--- src/rtl/core/lrbg_pkg.sv ---
package lrbg_pkg;

  // Number of weight, feature and gradient cells in the chain.
  localparam int MAX_PARAMS = 16;
  localparam int IDX_W      = $clog2(MAX_PARAMS);
  localparam int CNT_W      = $clog2(MAX_PARAMS + 1);

  // Input operation codes.
  typedef enum logic [1:0] {
    OP_LOAD   = 2'd0,
    OP_FEAT   = 2'd1,
    OP_LABEL  = 2'd2,
    OP_FINISH = 2'd3
  } op_t;

  // Configuration register indexes, selected by address bit 2.
  localparam logic REG_PARAM_COUNT = 1'b0;
  localparam logic REG_BATCH_SIZE  = 1'b1;

  // Per-cell control: rotate the chain by one, or load one entry in place.
  typedef struct packed {
    logic shift;
    logic ld_weight;
    logic ld_feat;
  } cell_ctl_t;

  // Signed 64-bit addition that clamps at the signed limits.
  function automatic logic signed [63:0] sadd64(input logic signed [63:0] a,
                                                input logic signed [63:0] b);
    logic [64:0] s;
    s = {a[63], a} + {b[63], b};
    if (s[64] != s[63]) begin
      sadd64 = s[64] ? {1'b1, 63'b0} : {1'b0, {63{1'b1}}};
    end else begin
      sadd64 = s[63:0];
    end
  endfunction

  // Clamp a signed 64-bit value into the signed 32-bit range.
  function automatic logic signed [31:0] sat32(input logic signed [63:0] v);
    if (v[63] && (v[62:31] != {32{1'b1}})) begin
      sat32 = {1'b1, 31'b0};
    end else if (!v[63] && (v[62:31] != 32'b0)) begin
      sat32 = {1'b0, {31{1'b1}}};
    end else begin
      sat32 = v[31:0];
    end
  endfunction

endpackage

--- src/rtl/core/lrbg_cell.sv ---
module lrbg_cell import lrbg_pkg::*; (
  input  logic               clk,
  input  logic               rst_n,
  input  cell_ctl_t          ctl,
  input  logic signed [31:0] ld_value,
  input  logic signed [31:0] nb_weight,
  input  logic signed [31:0] nb_feat,
  input  logic signed [63:0] nb_grad,
  output logic signed [31:0] weight,
  output logic signed [31:0] feat,
  output logic signed [63:0] grad
);

  logic signed [31:0] weight_r;
  logic signed [31:0] feat_r;
  logic signed [63:0] grad_r;

  // Weight and feature either take the neighbor's entry or a direct load.
  always_ff @(posedge clk) begin
    if (ctl.shift) begin
      weight_r <= nb_weight;
      feat_r   <= nb_feat;
    end else begin
      if (ctl.ld_weight) begin
        weight_r <= ld_value;
      end
      if (ctl.ld_feat) begin
        feat_r <= ld_value;
      end
    end
  end

  // The gradient sum starts at zero and only moves along the chain.
  always_ff @(posedge clk) begin
    if (!rst_n) begin
      grad_r <= '0;
    end else if (ctl.shift) begin
      grad_r <= nb_grad;
    end
  end

  assign weight = weight_r;
  assign feat   = feat_r;
  assign grad   = grad_r;

endmodule

--- config.mk ---
export PLATFORM = sky130hd
export DESIGN_NAME = lrbg_cell
export DESIGN_NICKNAME = d
export VERILOG_FILES = /design/src/rtl/core/lrbg_pkg.sv /design/src/rtl/core/lrbg_cell.sv
export SDC_FILE = /design/constraint.sdc
export NUM_CORES = 1
export LEC_CHECK = 0
export BUFFER_PORTS_ARGS = -buffer_cell sky130_fd_sc_hd__buf_4
export CAP_MARGIN = 20
export CORE_AREA = 2 2 114 116
export CTS_CLUSTER_SIZE = 40
export DETAILED_ROUTE_END_ITERATION = 7
export DIE_AREA = 0 0 116 118
export GPL_TIMING_DRIVEN = 0
export PLACE_DENSITY = 0.84
export SLEW_MARGIN = 20
export SYNTH_ARGS = -nofsm -noshare
export SYNTH_HDL_FRONTEND = slang
export SYNTH_SLANG_ARGS = --single-unit
--- constraint.sdc ---
create_clock -name clk -period 1.8 [get_ports clk]
set_input_delay 0.36 -clock clk [delete_from_list [all_inputs] [get_ports clk]]
set_output_delay 0.36 -clock clk [all_outputs]
set_load 0.02 [all_outputs]
==> impl_metrics.env <==
export IMPL_port_buffers=290
export IMPL_grt_usage=0.217
export IMPL_cts_tree="built"
export IMPL_antenna_found_initial=1
export IMPL_cts_hold_buf=0
export IMPL_fin_area_um2=8110
export IMPL_core_um2=12400
export IMPL_crit_slowest_cell="or2_2"
export IMPL_place_congestion=0.812
export IMPL_firstDrtPassIters=4
export IMPL_synth_distinct_cells=11
export IMPL_drt_iter0_drc=131
export IMPL_skew_ns=0
export IMPL_ctsResizeCount=0
export IMPL_yosys_area_top_type_share=0.377
export IMPL_placed_area_um2=7490
export IMPL_worstPathArrival_ns=1.58
export IMPL_cp_cell_sequence="buf_4 -> clkbuf_1 -> or2_2"
export IMPL_drc=0
export IMPL_rsz0062_at_grt="no"
export IMPL_clk_latency_ns=0.41
export IMPL_syn_nets=608
export IMPL_grt_pass1_wl_um=22600
export IMPL_die_area_um2=13700
export IMPL_startpoint="ctl[2]"
export IMPL_clock_sinks=128
export IMPL_dp_hpwl_um=11600
export IMPL_grt_overflow=0
export IMPL_synth_most_common_cell="nand2_1"
export IMPL_synth_seq_cells=128
export IMPL_wl_per_cell_um=15.8
export IMPL_relSlewSlack=0.456
export IMPL_die_y_um=118
export IMPL_cts_root_buf="clkbuf_16"
export IMPL_tightest_slew_ns=0.816
export IMPL_powerDensity_nw_per_um2=1020
export IMPL_total_leakage_power_nw=4.01
export IMPL_worstPathMaxFanout=32
export IMPL_ant_nets=0
export IMPL_maxCapViolCount=0
export IMPL_critical_path_top_delay_family="simple AND/OR/NAND/NOR gates"
export IMPL_grt_max_degree=33
export IMPL_cts_buffer_depth=2
export IMPL_slew_viol_final=0
export IMPL_synth_seq_area_share=0.629
export IMPL_min_period_ns=1.54
export IMPL_yosys_warnings=0
export IMPL_path_class="in2reg"
export IMPL_synth_edff_count=64
export IMPL_worst_ep_required_time_ns=1.83
export IMPL_syn_to_final_growth_pct=59.2
export IMPL_syn_inst=443
export IMPL_netlist_top_cells_area="edfxtp_1, dfxtp_1, mux2i_1"
export IMPL_crit_path_end_kind="register"
export IMPL_synth_commonest_cells="nand2_1, dfxtp_1, edfxtp_1, mux2i_1, nor2b_1"
export IMPL_drive_above_1_share=0.443
export IMPL_numCtsBuffers=17
export IMPL_synth_async_reset_ratio=0
export IMPL_worstReg2RegStart="grad[45]$_SDFFE_PN0P_"
export IMPL_fillers=963
export IMPL_hold_path_class="in2reg"
export IMPL_ir_worst_vdd_uv=762
export IMPL_drt_vias_per_instance=4.55
export IMPL_post_cts_repair_setup_buffers=0
export IMPL_dieWidth_um=116
export IMPL_start_util=0.410
export IMPL_fin_crit_sh=0.858
export IMPL_cts_htree_levels=4
export IMPL_clock_fmax_mhz=647
export IMPL_clk_pin_slew_ns=0.05
export IMPL_final_cells=938
export IMPL_dp_cells=905
export IMPL_row_count=41
export IMPL_cp_start_kind="input port"
export IMPL_wl_um=14800
export IMPL_synth_area_um2=5090
export IMPL_setup_violations=0
export IMPL_synth_ff_type="edfxtp_1"
export IMPL_critPathBufInv=2
export IMPL_status="finished clean"
export IMPL_layout_nets=917
export IMPL_hp_start="nb_grad[50]"
export IMPL_cpPeakStageDelay_ns=0.72
export IMPL_report_final_hold_viol_count=0
export IMPL_synth_area_leader_cell="edfxtp_1"
export IMPL_post_synth_cell_area_avg_um2=11.5
export IMPL_via_count=4265
export IMPL_tns_ns=0
export IMPL_io_pins=293
export IMPL_utilization=0.653
export IMPL_first_global_vias=4513
placed cells by master (no fill, tap or decap):
| master | netlist | layout |
|---|---|---|
| nor2b_1 | 64 | 64 |
| nand2b_1 | 32 | 32 |
| inv_4 | 0 | 2 |
| dfxtp_1 | 64 | 64 |
| or2_2 | 2 | 2 |
| clkbuf_8 | 0 | 4 |
| mux2i_1 | 64 | 64 |
| diode_2 | 0 | 1 |
| buf_4 | 7 | 297 |
| nand2_1 | 128 | 128 |
| clkinv_2 | 0 | 2 |
| clkinv_4 | 0 | 1 |
| buf_2 | 5 | 5 |
| clkbuf_1 | 9 | 10 |
| clkbuf_16 | 0 | 21 |
| edfxtp_1 | 64 | 64 |
| buf_6 | 4 | 4 |
| clkbuf_4 | 0 | 1 |
worst min-delay path, cell delays in order:
cell and delay, ns:
buf_4 0.08, mux2i_1 0.05, nor2b_1 0.09
sequential cells by signal, summed over array words and instances (netlist names):
register	cells
weight	32
feat	32
grad	64
worst paths after layout:
kind / endpoint / slack, ns / depth (start not counted)
worst max register to register: grad[45]$_SDFFE_PN0P_ / 1.14 / 2
worst min-delay path: grad[50]$_SDFFE_PN0P_ / 0.20 / 3
worst max-delay path: feat[21]$_DFFE_PP_ / 0.26 / 3
worst min register to register: grad[50]$_SDFFE_PN0P_ / 0.52 / 2
through the flow:
step / power (W) / setup slack, ns / hold slack [ns]
floorplan: 0.00414 / 0.206 / 0.529
global placement: 0.00488 / -0.202 / 0.500
detailed placement: 0.00492 / -0.245 / 0.510
CTS: 0.00839 / 0.193 / 0.189
global route: 0.00862 / 0.120 / 0.200
finish: 0.00831 / 0.255 / 0.205
final cells by class:
| type | instances | area, um2 | area share |
|---|---|---|---|
| repair buffers | 290 | 2180 | 0.268 |
| clock inverters | 5 | 31.3 | 0.00386 |
| plain buffers | 25 | 156 | 0.0193 |
| well taps | 172 | 215 | 0.0265 |
| multi-input cells | 290 | 1730 | 0.214 |
| clock buffers | 27 | 592 | 0.0730 |
| diodes | 1 | 2.50 | 0.000308 |
| flip-flops and latches | 128 | 3200 | 0.395 |
cells by family after synthesis:
logic type / count (synthesis) / share of synthesized area
and+or+nand+nor: 226 / 0.215
DFF: 128 / 0.629
muxes: 64 / 0.126
buffers and inverters: 25 / 0.0307
power breakdown:
part	total [W]	switching, W	internal [W]	leakage (nW)
sequential	0.00344	0.0000980	0.00334	1.19
clock	0.00346	0.00121	0.00225	0.314
combinational	0.00141	0.000715	0.000696	2.51
total	0.00831	0.00202	0.00629	4.01
per-layer routing:
layer | part of all wire | vias to the layer above | GRT usage | routed length, um
li1 | - | 2080 | - | -
met1 | 0.35 | 1944 | 0.220 | 5230
met2 | 0.52 | 216 | 0.393 | 7690
met3 | 0.10 | 25 | 0.0839 | 1550
met4 | 0.021 | 0 | 0.0856 | 310
met5 | 0 | - | 0 | 0
(Power assumes the default switching activity.)
