File: src/rtl/core/lrbg_div.sv
module lrbg_div (
  input  logic               clk,
  input  logic               rst_n,
  input  logic               start,
  input  logic signed [63:0] dividend,
  input  logic        [15:0] divisor,
  output logic               done,
  output logic signed [31:0] result
);

  logic        busy_r;
  logic        fin_r;
  logic        done_r;
  logic [5:0]  cnt_r;
  logic [63:0] quo_r;
  logic [15:0] rem_r;
  logic [15:0] dvs_r;
  logic        neg_r;
  logic signed [31:0] result_r;

  logic [16:0] rem_sh;
  logic [16:0] rem_sub;
  logic        ge;

  // One quotient bit per cycle on the dividend magnitude.
  assign rem_sh  = {rem_r, quo_r[63]};
  assign rem_sub = rem_sh - {1'b0, dvs_r};
  assign ge      = (rem_sh >= {1'b0, dvs_r});

  // Control: a start launches 64 steps followed by one saturation step.
  always_ff @(posedge clk) begin
    if (!rst_n) begin
      busy_r <= 1'b0;
      fin_r  <= 1'b0;
      done_r <= 1'b0;
      cnt_r  <= '0;
    end else if (start) begin
      busy_r <= 1'b1;
      fin_r  <= 1'b0;
      done_r <= 1'b0;
      cnt_r  <= '0;
    end else if (busy_r) begin
      cnt_r <= cnt_r + 6'd1;
      if (cnt_r == 6'd63) begin
        busy_r <= 1'b0;
        fin_r  <= 1'b1;
      end
    end else if (fin_r) begin
      fin_r  <= 1'b0;
      done_r <= 1'b1;
    end
  end

  // Datapath: magnitude, shift-subtract steps, then sign and clamp.
  always_ff @(posedge clk) begin
    if (start) begin
      neg_r <= dividend[63];
      quo_r <= dividend[63] ? (64'd0 - dividend) : dividend;
      rem_r <= '0;
      dvs_r <= divisor;
    end else if (busy_r) begin
      quo_r <= {quo_r[62:0], ge};
      rem_r <= ge ? rem_sub[15:0] : rem_sh[15:0];
    end else if (fin_r) begin
      if (neg_r) begin
        if (quo_r > 64'h0000_0000_8000_0000) begin
          result_r <= {1'b1, 31'b0};
        end else begin
          result_r <= 32'd0 - quo_r[31:0];
        end
      end else begin
        if (quo_r > 64'h0000_0000_7FFF_FFFF) begin
          result_r <= {1'b0, {31{1'b1}}};
        end else begin
          result_r <= quo_r[31:0];
        end
      end
    end
  end

  assign done   = done_r;
  assign result = result_r;

endmodule

File: config.mk
export PLATFORM = sky130hd
export DESIGN_NAME = lrbg_div
export DESIGN_NICKNAME = d
export VERILOG_FILES = /design/src/rtl/core/lrbg_div.sv
export SDC_FILE = /design/constraint.sdc
export NUM_CORES = 1
export LEC_CHECK = 0
export ABC_AREA = 0
export BUFFER_PORTS_ARGS = -buffer_cell sky130_fd_sc_hd__buf_4
export CORE_ASPECT_RATIO = 2
export CORE_MARGIN = 3
export CORE_UTILIZATION = 50
export CTS_CLUSTER_DIAMETER = 60
export DETAILED_ROUTE_END_ITERATION = 10
export PLACE_DENSITY = 0.79
export SLEW_MARGIN = 10
export SYNTH_ARGS = -nofsm -noshare
export SYNTH_HDL_FRONTEND = slang
export SYNTH_SLANG_ARGS = --single-unit
File: constraint.sdc
create_clock -name clk -period 3.9 [get_ports clk]
set_input_delay 0 -clock clk [delete_from_list [all_inputs] [get_ports clk]]
set_output_delay 0 -clock clk [all_outputs]
set_load 0.02 [all_outputs]
==> reports/qor_table.md <==
| Step | Quantity | Value |
|---|---|---|
| clock tree | Num Clock Sinks | 138 |
| min path | Endpoint, Worst Hold | quo_r[45] |
| run | Number of max-cap violations | 0 |
| die | Die outline height | 189 um |
| timing | Worst slew pin tran | 0.772 ns |
| detailed routing | Overall via count from detail_route | 7424 |
| power and ir drop | Psw | 1.08 mW |
| power and ir drop | Power share of the sequential group | 44.4% |
| timing | Unrepaired setup endpoints after global routing | no |
| detailed routing | Number of DRC markers in iteration 0 | 335 |
| global routing | GRT Overall Usage | 23.9% |
| yosys | Number of enable flip-flop cells after synthesis | 113 |
| global routing | Via count of the first global-routing pass | 7425 |
| detailed routing | Number of search-and-repair iterations in the first detailed-routing pass | 5 |
| layout | Growth of design area from synthesis to finish | 26.4% |
| power and ir drop | Total chip power | 4.10 mW |
| timing | Share of the cycle needed by the critical path after routing | 82.9% |
| placed design | Post-placement cell count | 1188 |
| power and ir drop | Share of total power in combinational logic | 15.2% |
| power and ir drop | Sw frac | 26.3% |
| min path | Class of the tightest hold or removal check | primary input to flip-flop |
| global routing | Pin count of the biggest net entering global routing | 86 |
| placed design | Port Buffer Count | 115 |
| layout | Fillers | 1342 |
| detailed routing | Routed length per instance | 17.0 um |
| clock tree | # H-tree levels | 4 |
| critical path | Worst setup path category | flip-flop to flip-flop |
| yosys | Async set or reset register ratio after synthesis | 0% |
| die | Number of placement rows | 66 |
| layout | Number of diodes | 0 |
| yosys | Yosys synthesis warning count | 0 |
| layout | Cell Count, Final, Fillers Out | 1277 |
| timing | Final Hold Fails | 0 |
| placed design | Pre-CTS worst setup slack | 0.745 ns |
| layout | Number of nets in the finished design | 1163 |
| die | Core region area | 16400 sq um |
| yosys | Mapped Cells | 898 |
| critical path | CP cell instances | inv_1 -> ha_1 -> nor3b_1 -> nand4_1 -> or2_2 -> o31ai_1 -> and2b_1 -> o21ai_0 -> a22oi_1 |
| clock tree | Clock latency reported for the late side of the worst-skew pair | 0.43 ns |
| global routing | Antenna violations before repair | 0 |
| critical path | Type of element capturing the critical path | flip-flop |
| critical path | Slowest stage cell, crit path | sky130_fd_sc_hd__and2b_1 |
| clock tree | Gates resized, CTS repair | 0 |
| timing | Max-slew headroom | 48.5% |
| detailed routing | Final WL | 21700 um |
| timing | Number of max-slew violations in the final report | 0 |
| yosys | Netlist cell types | 65 |
| yosys | Ys flop type | sky130_fd_sc_hd__edfxtp_1 |
| die | Die X | 97.6 um |
| power and ir drop | Leakage | 4.04 nW |
| outcome | Result of the run | finished, final reports clean |
| global routing | Residual overflow from global routing | 0 |
| yosys | Register bit total from synthesis | 138 |
| timing | Total negative slack for setup checks | 0 ns |
| detailed routing | Per-cell via count in the routed design | 5.81 |
| yosys | Post-Synthesis Net Count | 1001 |
| timing | Post-layout minimum cycle time | 3.23 ns |
| critical path | Longest individual stage delay on the worst path | 0.57 ns |
| placed design | Detail Placement HPWL | 15400 um |
| timing | Final setup slack of the worst path | 0.668 ns |
| yosys | Mean instance size in the synthesized netlist | 9.35 sq um |
| power and ir drop | Maximum resistive drop on vdd | 0.346 mV |
| timing | Final number of setup-violating endpoints | 0 |
| clock tree | Max Root-Sink Buffers | 2 |
| clock tree | Clock-pin slew on the worst setup and hold paths | 0.06 ns |
| yosys | Post-Synthesis Cell Area | 8390 sq um |
| layout | Leading cell types in the layout, fill and taps excluded | sky130_fd_sc_hd__buf_4 (126), sky130_fd_sc_hd__nor2_1 (120), sky130_fd_sc_hd__a21oi_1 (117), sky130_fd_sc_hd__edfxtp_1 (113), sky130_fd_sc_hd__nand2_1 (68) |
| die | Initial core utilization | 51.3% |
| clock tree | TritonCTS clock tree | done |
| critical path | Worst reg-to-reg setup slack | 0.67 ns |
| timing | F_max | 309 MHz |
| critical path | Crit path max fanout | 20 |
| critical path | Arrival time at the worst endpoint | 3.50 ns |
| critical path | Number of cells on the worst reg-to-reg path | 9 |
| die | Die Footprint | 18500 sq um |
| yosys | Sequential-to-total area share from yosys stat | 46.4% |
| detailed routing | Final routed DRC violation total | 0 |
| clock tree | Post-CTS setup buffer count | 0 |
| timing | Setup clock skew after layout | 0.00978 ns |
| power and ir drop | Design internal power | 3.02 mW |
| layout | Share of layout cells above drive strength 1 | 16.3% |
| critical path | Endpoint required time on the critical path | 4.17 ns |
| global routing | First-pass GRT wire length | 35300 um |
| layout | Most common cell after layout, fill and taps aside | sky130_fd_sc_hd__buf_4 |
| min path | Cells on Worst Hold Path | 3 |
| critical path | Reg-to-reg startpoint | quo_r[0] |
| clock tree | Number of buffers inserted during clock tree synthesis | 17 |
| power and ir drop | Power per Cell Area | 386 nW/um^2 |
| power and ir drop | Clk pwr share | 40.4% |
| critical path | Worst reg2reg path endpoint | result[23] |
| critical path | CP Launch Type | flip-flop |
| detailed routing | Antenna-violating nets left | 0 |
| min path | Hold wc startpoint | dividend[45] |
| clock tree | Clock root buffer master | sky130_fd_sc_hd__clkbuf_16 |
| placed design | RD Place Congestion | 1.01 |
| die | IO Count | 116 |
[cells by family after synthesis]
kind of cell,after synthesis,synth area share [%]
xor+xnor,77,8.04
flops,138,46.4
mux,15,1.80
simple gates,307,18.0
fa+ha+maj,20,3.07
compound gates,263,19.2
buf+inv,78,3.53
[Yosys cell counts (3+ instances only)]
cell type | number | area [sq um]
sky130_fd_sc_hd__nor2_1 | 120 | 450
sky130_fd_sc_hd__a21oi_1 | 117 | 586
sky130_fd_sc_hd__edfxtp_1 | 113 | 3390
sky130_fd_sc_hd__nand2_1 | 68 | 255
sky130_fd_sc_hd__xor2_1 | 63 | 552
sky130_fd_sc_hd__o21ai_0 | 49 | 245
sky130_fd_sc_hd__inv_1 | 38 | 143
sky130_fd_sc_hd__clkbuf_1 | 37 | 139
sky130_fd_sc_hd__dfxtp_1 | 25 | 500
sky130_fd_sc_hd__o31ai_1 | 23 | 173
sky130_fd_sc_hd__ha_1 | 19 | 238
sky130_fd_sc_hd__or3_1 | 19 | 119
sky130_fd_sc_hd__nand3_1 | 15 | 75.1
sky130_fd_sc_hd__nor3_1 | 15 | 75.1
sky130_fd_sc_hd__mux2i_1 | 14 | 140
sky130_fd_sc_hd__xnor2_1 | 14 | 123
sky130_fd_sc_hd__nand2b_1 | 12 | 75.1
sky130_fd_sc_hd__nor4_1 | 12 | 75.1
sky130_fd_sc_hd__o21a_1 | 11 | 82.6
sky130_fd_sc_hd__o41ai_1 | 9 | 78.8
sky130_fd_sc_hd__a211oi_1 | 8 | 60.1
sky130_fd_sc_hd__a31oi_1 | 8 | 50.1
sky130_fd_sc_hd__or4_1 | 8 | 60.1
sky130_fd_sc_hd__a21o_1 | 7 | 52.6
sky130_fd_sc_hd__or2_2 | 6 | 37.5
sky130_fd_sc_hd__nand4_1 | 5 | 31.3
sky130_fd_sc_hd__and3_1 | 4 | 25.0
sky130_fd_sc_hd__a311oi_1 | 3 | 26.3
sky130_fd_sc_hd__and4b_1 | 3 | 30.0
sky130_fd_sc_hd__buf_2 | 3 | 15.0
sky130_fd_sc_hd__nand3b_1 | 3 | 22.5
sky130_fd_sc_hd__nor2b_1 | 3 | 18.8
sky130_fd_sc_hd__o22a_1 | 3 | 26.3
sky130_fd_sc_hd__o22ai_1 | 3 | 18.8
sky130_fd_sc_hd__o41ai_2 | 3 | 48.8
[worst max-delay path by stage]
stage                  start  cells past startpoint         end
global placement    quo_r[1]                      9  result[29]
global route        quo_r[0]                      9  result[23]
finish              quo_r[0]                      9  result[23]
detailed placement  quo_r[1]                      9  result[23]
CTS                 quo_r[0]                      9  result[23]
floorplan           quo_r[1]                     10  result[29]
[critical path: cells and delay by family, from the launching register on]
kind            cells  cell delay [ns]
fa+ha+maj           1             0.19
simple gates        4             1.66
compound gates      3             0.69
flops               1             0.43
buf+inv             1             0.09
[final cells by class]
class / count / area, sq um / share of cell area, %
clock inverters: 14 / 171 / 1.62
multi-input cells: 682 / 4200 / 39.6
inverters: 38 / 143 / 1.34
repair buffers: 183 / 1520 / 14.3
flip-flops and latches: 138 / 3890 / 36.7
well taps: 204 / 255 / 2.41
clock buffers: 18 / 429 / 4.04
[per-layer routing]
layer	GRT usage (%)	part of all wire, %
met4	14.8	5.1
met3	4.13	4.1
met5	0	0
met2	45.0	56
met1	23.8	35
[flip-flops by register name, indices dropped and copies added, names as in the netlist]
signal,flops
quo_r,64
result,32
dvs_r,16
rem_r,16
cnt_r,6
busy_r,1
done,1
fin_r,1
neg_r,1
[power by group through the flow]
| stage | logic, mW | clock network [mW] | registers [mW] |
|---|---|---|---|
| floorplan | 0.380 | 0 | 1.82 |
| finish | 0.622 | 1.66 | 1.82 |
| global placement | 0.553 | 0 | 1.84 |
| detailed placement | 0.564 | 0 | 1.84 |
| CTS | 0.617 | 1.68 | 1.82 |
| global route | 0.691 | 1.74 | 1.83 |
[metrics by stage]
stage | hold slack, ns | utilization (%) | cell area, sq um
2_1_floorplan | 0.0989 | - | 8390
3_3_place_gp | 0.178 | 57.7 | 9440
3_5_place_dp | 0.180 | 57.7 | 9440
4_1_cts | 0.000540 | 64.9 | 10600
5_1_grt | 0.0212 | 64.9 | 10600
6_report | 0.00855 | 64.9 | 10600
[timing repair]
action / CTS / global route
endpoints found under the hold margin: 60 / 0
endpoints found under the setup margin: 0 / 0
hold buffers: 57 / 0
No activity file was read; power rests on OpenSTA's default activity.
